--- src/rtl/core/deq_pkg.sv ---
// Shared types, constants and index helpers for the double-ended queue.
`default_nettype none

package deq_pkg;

    localparam int DEPTH       = 16;
    localparam int IDX_W       = (DEPTH > 1) ? $clog2(DEPTH) : 1;
    localparam int CNT_W       = $clog2(DEPTH + 1);
    localparam int WORD_W      = 32;
    localparam int KIND_W      = 3;
    localparam int COUNT_OUT_W = 5;

    // Operation codes; anything else behaves as a query.
    localparam logic [KIND_W-1:0] KIND_QUERY      = 3'd0;
    localparam logic [KIND_W-1:0] KIND_BACK_PUSH  = 3'd1;
    localparam logic [KIND_W-1:0] KIND_FRONT_PUSH = 3'd2;
    localparam logic [KIND_W-1:0] KIND_BACK_POP   = 3'd3;
    localparam logic [KIND_W-1:0] KIND_FRONT_POP  = 3'd4;

    typedef logic [IDX_W-1:0]         t_idx;
    typedef logic [CNT_W-1:0]         t_cnt;
    typedef logic signed [WORD_W-1:0] t_word;

    // Returned for "no word": failed pops, empty ends.
    localparam t_word WORD_NONE = '1;

    typedef struct packed {
        logic [KIND_W-1:0]        kind;
        logic signed [WORD_W-1:0] data_in;
    } t_in_item;

    typedef struct packed {
        logic signed [WORD_W-1:0] popped_word;
        logic                     error_flag;
        logic [COUNT_OUT_W-1:0]   entry_count;
        logic                     is_empty;
        logic signed [WORD_W-1:0] front_word;
        logic signed [WORD_W-1:0] back_word;
    } t_out_item;

    // Store access for one cycle: one write, two look-ahead reads.
    typedef struct packed {
        logic  wr_en;
        t_idx  wr_idx;
        t_word wr_data;
        t_idx  rd_a_idx;
        t_idx  rd_b_idx;
    } t_store_req;

    function automatic t_idx idx_inc(input t_idx i);
        return (i == IDX_W'(DEPTH - 1)) ? '0 : t_idx'(i + 1'b1);
    endfunction

    function automatic t_idx idx_dec(input t_idx i);
        return (i == '0) ? IDX_W'(DEPTH - 1) : t_idx'(i - 1'b1);
    endfunction

endpackage

`default_nettype wire

--- src/rtl/core/deq_store.sv ---
// Ring store with one write port and two registered read ports with write forwarding.
`default_nettype none

module deq_store (
    input  wire logic              i_clk,
    input  wire deq_pkg::t_store_req i_req,
    output deq_pkg::t_word         o_rd_a,
    output deq_pkg::t_word         o_rd_b
);
    import deq_pkg::*;

    t_word r_mem [DEPTH];
    t_word r_rd_a;
    t_word r_rd_b;

    always_ff @(posedge i_clk) begin
        if (i_req.wr_en) begin
            r_mem[i_req.wr_idx] <= i_req.wr_data;
        end
        // read data reflects this cycle's write
        if (i_req.wr_en && (i_req.wr_idx == i_req.rd_a_idx)) begin
            r_rd_a <= i_req.wr_data;
        end else begin
            r_rd_a <= r_mem[i_req.rd_a_idx];
        end
        if (i_req.wr_en && (i_req.wr_idx == i_req.rd_b_idx)) begin
            r_rd_b <= i_req.wr_data;
        end else begin
            r_rd_b <= r_mem[i_req.rd_b_idx];
        end
    end

    assign o_rd_a = r_rd_a;
    assign o_rd_b = r_rd_b;

endmodule

`default_nettype wire

--- src/rtl/core/double_ended_queue.sv ---
// Top level of the bounded double-ended queue of signed 32-bit words.
//
//  channel | direction | handshake               | payload
//  --------+-----------+-------------------------+---------------------------
//  in      | into      | i_in_valid / o_in_stall | i_in_item  (t_in_item)
//  out     | out of    | o_out_valid/ i_out_stall| o_out_item (t_out_item)
//
// One transfer in gives exactly one transfer out. Sustained rate is one item
// per cycle while the out side does not stall; each item passes the input
// register, then the result register. The queue update is a single pass of
// logic between the two, set by the store look-ahead: the words next to the front
// and back ends are read ahead, so a pop finds its new end word already registered.
// Reset (synchronous, active low) empties the queue at once; no clearing pass.
// A stall on the out side holds the result; the input register keeps taking
// transfers as long as the result register can move.
`default_nettype none

module double_ended_queue (
    input  wire logic               i_clk,
    input  wire logic               i_rst_n,
    input  wire logic               i_in_valid,
    output logic                    o_in_stall,
    input  wire deq_pkg::t_in_item  i_in_item,
    output logic                    o_out_valid,
    input  wire logic               i_out_stall,
    output deq_pkg::t_out_item      o_out_item
);
    import deq_pkg::*;

    // input stage
    logic      r_in_valid;
    t_in_item  r_in;

    // queue state; the end words are cached next to the store
    t_idx      r_front_idx,  n_front_idx;
    t_idx      r_back_idx,   n_back_idx;
    t_cnt      r_count,      n_count;
    t_word     r_front_word, n_front_word;
    t_word     r_back_word,  n_back_word;

    // result stage
    logic      r_out_valid;
    t_out_item r_out,        n_out;

    logic       advance;
    logic       q_empty;
    logic       q_full;
    t_word      popped;
    logic       err;
    t_word      rd_a;
    t_word      rd_b;
    t_store_req store_req;

    // An item moves into the result register whenever that register is free
    // or being drained this cycle.
    assign advance    = r_in_valid && (!r_out_valid || !i_out_stall);
    assign o_in_stall = r_in_valid && !advance;

    assign q_empty = (r_count == '0);
    assign q_full  = (r_count == CNT_W'(DEPTH));

    always_ff @(posedge i_clk) begin
        if (!i_rst_n) begin
            r_in_valid <= 1'b0;
        end else if (!o_in_stall) begin
            r_in_valid <= i_in_valid;
        end
    end

    always_ff @(posedge i_clk) begin
        if (i_in_valid && !o_in_stall) begin
            r_in <= i_in_item;
        end
    end

    always_comb begin
        n_front_idx       = r_front_idx;
        n_back_idx        = r_back_idx;
        n_count           = r_count;
        n_front_word      = r_front_word;
        n_back_word       = r_back_word;
        popped            = WORD_NONE;
        err               = 1'b0;
        store_req.wr_en   = 1'b0;
        store_req.wr_idx  = r_back_idx;
        store_req.wr_data = r_in.data_in;

        if (advance) begin
            case (r_in.kind)
                KIND_BACK_PUSH: begin
                    if (q_full) begin
                        err = 1'b1;
                    end else begin
                        store_req.wr_en = 1'b1;
                        if (q_empty) begin
                            // lone entry sits at the front position
                            store_req.wr_idx = r_front_idx;
                            n_back_idx       = r_front_idx;
                            n_front_word     = r_in.data_in;
                        end else begin
                            store_req.wr_idx = idx_inc(r_back_idx);
                            n_back_idx       = idx_inc(r_back_idx);
                        end
                        n_back_word = r_in.data_in;
                        n_count     = r_count + 1'b1;
                    end
                end
                KIND_FRONT_PUSH: begin
                    if (q_full) begin
                        err = 1'b1;
                    end else begin
                        store_req.wr_en  = 1'b1;
                        store_req.wr_idx = idx_dec(r_front_idx);
                        n_front_idx      = idx_dec(r_front_idx);
                        if (q_empty) begin
                            n_back_idx  = idx_dec(r_front_idx);
                            n_back_word = r_in.data_in;
                        end
                        n_front_word = r_in.data_in;
                        n_count      = r_count + 1'b1;
                    end
                end
                KIND_BACK_POP: begin
                    if (q_empty) begin
                        err = 1'b1;
                    end else begin
                        popped      = r_back_word;
                        n_back_idx  = idx_dec(r_back_idx);
                        n_back_word = rd_b;   // look-ahead of the entry behind the back
                        n_count     = r_count - 1'b1;
                    end
                end
                KIND_FRONT_POP: begin
                    if (q_empty) begin
                        err = 1'b1;
                    end else begin
                        popped       = r_front_word;
                        n_front_idx  = idx_inc(r_front_idx);
                        n_front_word = rd_a;  // look-ahead of the entry after the front
                        n_count      = r_count - 1'b1;
                    end
                end
                default: begin
                    // query and unused codes leave the state alone
                end
            endcase
        end

        // look-ahead reads follow the state as it will stand after this cycle
        store_req.rd_a_idx = idx_inc(n_front_idx);
        store_req.rd_b_idx = idx_dec(n_back_idx);

        n_out.popped_word = popped;
        n_out.error_flag  = err;
        n_out.entry_count = COUNT_OUT_W'(n_count);
        n_out.is_empty    = (n_count == '0);
        n_out.front_word  = (n_count == '0) ? WORD_NONE : n_front_word;
        n_out.back_word   = (n_count == '0) ? WORD_NONE : n_back_word;
    end

    deq_store u_store (
        .i_clk  (i_clk),
        .i_req  (store_req),
        .o_rd_a (rd_a),
        .o_rd_b (rd_b)
    );

    always_ff @(posedge i_clk) begin
        if (!i_rst_n) begin
            r_front_idx <= '0;
            r_back_idx  <= '0;
            r_count     <= '0;
        end else begin
            r_front_idx <= n_front_idx;
            r_back_idx  <= n_back_idx;
            r_count     <= n_count;
        end
    end

    // cached end words are only read while the queue holds entries
    always_ff @(posedge i_clk) begin
        r_front_word <= n_front_word;
        r_back_word  <= n_back_word;
    end

    always_ff @(posedge i_clk) begin
        if (!i_rst_n) begin
            r_out_valid <= 1'b0;
        end else if (advance) begin
            r_out_valid <= 1'b1;
        end else if (!i_out_stall) begin
            r_out_valid <= 1'b0;
        end
    end

    always_ff @(posedge i_clk) begin
        if (advance) begin
            r_out <= n_out;
        end
    end

    assign o_out_valid = r_out_valid;
    assign o_out_item  = r_out;

endmodule

`default_nettype wire

--- config.mk ---
export PLATFORM = sky130hd
export DESIGN_NAME = double_ended_queue
export DESIGN_NICKNAME = d
export VERILOG_FILES = /design/src/rtl/core/deq_pkg.sv /design/src/rtl/core/deq_store.sv /design/src/rtl/core/double_ended_queue.sv
export SDC_FILE = /design/constraint.sdc
export NUM_CORES = 1
export LEC_CHECK = 0
export BUFFER_PORTS_ARGS = -buffer_cell sky130_fd_sc_hd__buf_2
export CORE_UTILIZATION = 29
export DETAILED_ROUTE_END_ITERATION = 8
export PLACE_DENSITY = 0.45
export RECOVER_POWER = 50
export SYNTH_ARGS = -nofsm -noshare
export SYNTH_HDL_FRONTEND = slang
export SYNTH_SLANG_ARGS = --single-unit
--- constraint.sdc ---
create_clock -name i_clk -period 7.6 [get_ports i_clk]
set_clock_uncertainty 0.15 [all_clocks]
set_input_delay 0.38 -clock i_clk [delete_from_list [all_inputs] [get_ports i_clk]]
set_output_delay 0.38 -clock i_clk [all_outputs]
set_load 0.02 [all_outputs]
==> results.py <==
metrics = {
    "global_routing": {
        "grt.busiest_layer": "met2",
        "grt_overflow": 0,
        "grt_max_degree": 103,
        "vias_in_the_first_global_route": 20300,
        "gr-usage-met2_pct": 28.4,
        "wire_length_of_the_first_global_routing_pass_um": 147000,
        "gr-usage-met1_pct": 24.3,
        "antenna_found_initial": 8,
        "grt.total_usage_pct": 17.7,
        "grt.met3_usage_pct": 3.41,
    },
    "run": {
        "number_of_max_cap_violations": 1,
    },
    "drt": {
        "avgViaCountPerCell": 5.30,
        "detail_route.iter0.violations": 1897,
        "drt_wl_total_um": 102000,
        "route.detailed.wl_per_inst_um": 28.3,
        "detail_route.drc_violations": 0,
        "drt.antenna.violating_nets": 0,
        "detailedRoute.firstPassIterationCount": 6,
        "routed-via-count": 19100,
    },
    "floorplanning": {
        "ios": 144,
        "floorplan.die_area_um2": 115000,
        "die-height_um": 340,
        "floorplan.initialDensity_pct": 29.3,
        "core_area_um2": 113000,
        "core.rowCount": 123,
        "chipWidth_um": 340,
    },
    "critical_path": {
        "cp_cell_sequence": "dlygate4sd3_1, clkbuf_1, a21bo_1, buf_4, inv_6, buf_4, o21ai_1, a21oi_1, o21ai_1, a22o_1, or4_4, nand2b_1",
        "type_of_origin_of_the_critical_path": "primary input",
        "slowest_stage": "sky130_fd_sc_hd__or4_4",
        "critical_path_buf_inv_count": 5,
        "endpoint_kind_of_the_worst_setup_timing_path": "flip-flop",
        "rrSetupSlack_ns": 3.04,
        "worstSetupPathType": "in2reg",
        "crit_required_ns": 7.95,
        "cp_data_arrival_time_ns": 4.93,
        "cpPeakStageDelay_ns": 0.94,
        "cpLargestDelayFamily": "buffers and inverters",
        "critical_path.max_fanout": 78,
    },
    "synthesis": {
        "ys_warn_count": 0,
        "synth_area_leaders": "sky130_fd_sc_hd__edfxtp_1, sky130_fd_sc_hd__mux4_2, sky130_fd_sc_hd__dfxtp_1, sky130_fd_sc_hd__a221o_1, sky130_fd_sc_hd__nand2_1",
        "synth-edff-count": 650,
        "mean_post_synth_cell_area_um2": 17.8,
        "post-synth-top-area-cell": "sky130_fd_sc_hd__edfxtp_1",
        "synth.cell_area_um2": 33100,
        "synth_top_area_share_pct": 59.0,
        "synth-main-ff-cell": "sky130_fd_sc_hd__edfxtp_1",
        "yosysUniqueCellTypes": 70,
        "synth_cells": 1858,
        "synth_nets": 1906,
        "synth_async_sr_flop_share_pct": 0,
        "synth-seq-cells": 737,
        "seq_area_frac_synth_pct": 64.3,
    },
    "sta": {
        "max_slew.worst_pin.slew_ns": 3.65,
        "maxClockFrequency_mhz": 218,
        "slew_violations": 36,
        "final_critical_path_setup_slack_ns": 3.02,
        "grt_setup_unrepaired": "no",
        "finalSetupViolCount": 0,
        "fin_setup_tns_ns": 0,
        "timing_hold_violations_final": 0,
        "slew_headroom_pct": -143,
        "post-route-min-period_ns": 4.58,
        "fin_crit_sh_pct": 60.3,
    },
    "final_layout": {
        "syn_to_final_growth_pct": 17.5,
        "drive_above_1_share_pct": 27.0,
        "post_route_core_utilization_pct": 34.5,
        "multiInputGateArea_um2": 11300,
        "mostFrequentLayoutCells": "sky130_fd_sc_hd__edfxtp_1, sky130_fd_sc_hd__mux4_2, sky130_fd_sc_hd__clkbuf_1",
        "layout_commonest_cell": "sky130_fd_sc_hd__edfxtp_1",
        "seqCellArea_um2": 21300,
        "fillers": 10600,
        "fin_nets": 2080,
    },
    "cts": {
        "cts_sinks": 737,
        "clock_insertion_delay_at_the_later_pin_of_the_skew_report_ns": 0.66,
        "ctsHtreeMaxLevel": 3,
        "cts_inserted_buffers": 87,
        "clock_tree_from_tritoncts": "built",
        "postCtsSetupBuffers": 0,
        "clockBufferDepth": 3,
        "clk_root_buffer_cell": "sky130_fd_sc_hd__clkbuf_16",
        "cts-resized-gates": 0,
        "clk_pin_slew_ns": 0.06,
    },
    "placement": {
        "preCtsSetupSlack_ns": 2.95,
        "hpwlAfterDp_um": 59500,
        "place_congestion": 0.806,
        "port_buffers": 143,
    },
    "power_and_ir_drop": {
        "leakage_nw": 12.2,
        "pwr_per_cell_area_nw_per_um2": 250,
        "worst_ir_drop_vdd_mv": 0.152,
    },
    "worst_hold_path": {
        "worst_min_delay_path_category": "in2reg",
    },
    "outcome": {
        "violations_in_the_final_reports": "capacitance limit, slew limit",
        "status": "complete, but fails checks",
    },
}
-- flip-flops by register name, summed over array words and instances (netlist names), named ones only --
register       cells
u_store.r_mem    512
o_out_item       103
r_in              35
r_back_word       32
r_front_word      32
r_count            5
r_back_idx         4
r_front_idx        4
o_out_valid        1
r_in_valid         1
-- cells by family (layout without fill, tap and decap cells) --
family | Yosys count | in the layout | synth area share, %
muxes | 324 | 324 | 21.9
adders and majority gates | 9 | 9 | 0.340
buffers and inverters | 152 | 401 | 1.99
xor gates and xnor gates | 11 | 11 | 0.314
AOI/OAI and AO/OA | 265 | 265 | 5.66
and+or+nand+nor | 360 | 360 | 5.51
other | 0 | 1 | 0
DFF | 737 | 737 | 64.3
-- routing by layer --
layer	share of wire, %	wire [um]
met1	44	44600
met2	47	48500
met3	6.7	6860
met4	2.2	2300
met5	0	0
-- worst reg2reg max path, cell delays in order, from the launching register on --
cell and delay (ns):
sky130_fd_sc_hd__dfxtp_1 0.34, sky130_fd_sc_hd__a21bo_1 0.20, sky130_fd_sc_hd__buf_4 0.30, sky130_fd_sc_hd__inv_6 0.74
sky130_fd_sc_hd__buf_4 0.61, sky130_fd_sc_hd__o21ai_1 0.29, sky130_fd_sc_hd__a21oi_1 0.19, sky130_fd_sc_hd__o21ai_1 0.09
sky130_fd_sc_hd__a22o_1 0.28, sky130_fd_sc_hd__or4_4 0.94, sky130_fd_sc_hd__nand2b_1 0.27
-- cell type report --
| cell class | count | share of cell area [%] |
|---|---|---|
| flip-flops and latches | 737 | 54.8 |
| clock buffers | 123 | 6.37 |
| inverters | 15 | 0.158 |
| clock inverters | 41 | 1.48 |
| repair buffers | 222 | 3.28 |
| multi-input cells | 969 | 29.1 |
| well taps | 1500 | 4.83 |
| diodes | 1 | 0.00644 |
-- per-stage QoR --
stage	cell area, um2	cells	hold WS [ns]	total power, mW
global placement	35600	3405	0.313	5.36
finish	38900	3608	0.282	9.72
CTS	39000	3607	0.241	9.84
floorplan	33100	1858	0.296	5.12
detailed placement	35600	3405	0.332	5.37
global route	38900	3607	0.277	10.0
-- synth_stat cells, types with 4 or more instances --
cell type / count
sky130_fd_sc_hd__a21oi_1: 27
sky130_fd_sc_hd__a221o_1: 47
sky130_fd_sc_hd__a22o_1: 10
sky130_fd_sc_hd__a22oi_1: 10
sky130_fd_sc_hd__a31oi_1: 5
sky130_fd_sc_hd__and2_1: 11
sky130_fd_sc_hd__buf_1: 17
sky130_fd_sc_hd__buf_2: 30
sky130_fd_sc_hd__buf_6: 6
sky130_fd_sc_hd__clkbuf_1: 83
sky130_fd_sc_hd__dfxtp_1: 87
sky130_fd_sc_hd__edfxtp_1: 650
sky130_fd_sc_hd__ha_1: 9
sky130_fd_sc_hd__inv_1: 14
sky130_fd_sc_hd__mux4_2: 320
sky130_fd_sc_hd__nand2_1: 123
sky130_fd_sc_hd__nand2b_1: 71
sky130_fd_sc_hd__nand3_1: 51
sky130_fd_sc_hd__nand3b_1: 4
sky130_fd_sc_hd__nor2_1: 53
sky130_fd_sc_hd__nor2b_1: 10
sky130_fd_sc_hd__nor3_1: 9
sky130_fd_sc_hd__o21a_1: 47
sky130_fd_sc_hd__o21ai_0: 77
sky130_fd_sc_hd__o21ai_1: 4
sky130_fd_sc_hd__o22ai_1: 4
sky130_fd_sc_hd__or3_1: 4
sky130_fd_sc_hd__xnor2_1: 7
-- where the power goes --
part           internal, mW  leakage (nW)  switching (mW)
combinational         0.255          4.23           0.338
clock                  2.69          1.47            1.74
sequential             4.55          6.48           0.150
total                  7.49          12.2            2.23
-- final timing paths --
path	start	depth (start not counted)	end
max	i_out_stall	12	o_out_item[23]$_SDFFCE_PP1P_
min	i_in_item[31]	2	r_in[31]$_DFFE_PP_
max reg2reg	r_in_valid$_SDFFE_PN0N_	10	o_out_item[23]$_SDFFCE_PP1P_
min reg2reg	r_in_valid$_SDFFE_PN0N_	2	o_out_valid$_SDFFE_PN0P_
-- timing repair --
item / 4_1_cts / 5_1_grt
endpoints found under the setup margin: 0 / 0
hold endpoints to repair: 44 / 0
hold buffers: 38 / 0
Note: power is estimated with default switching activity, not from simulation.
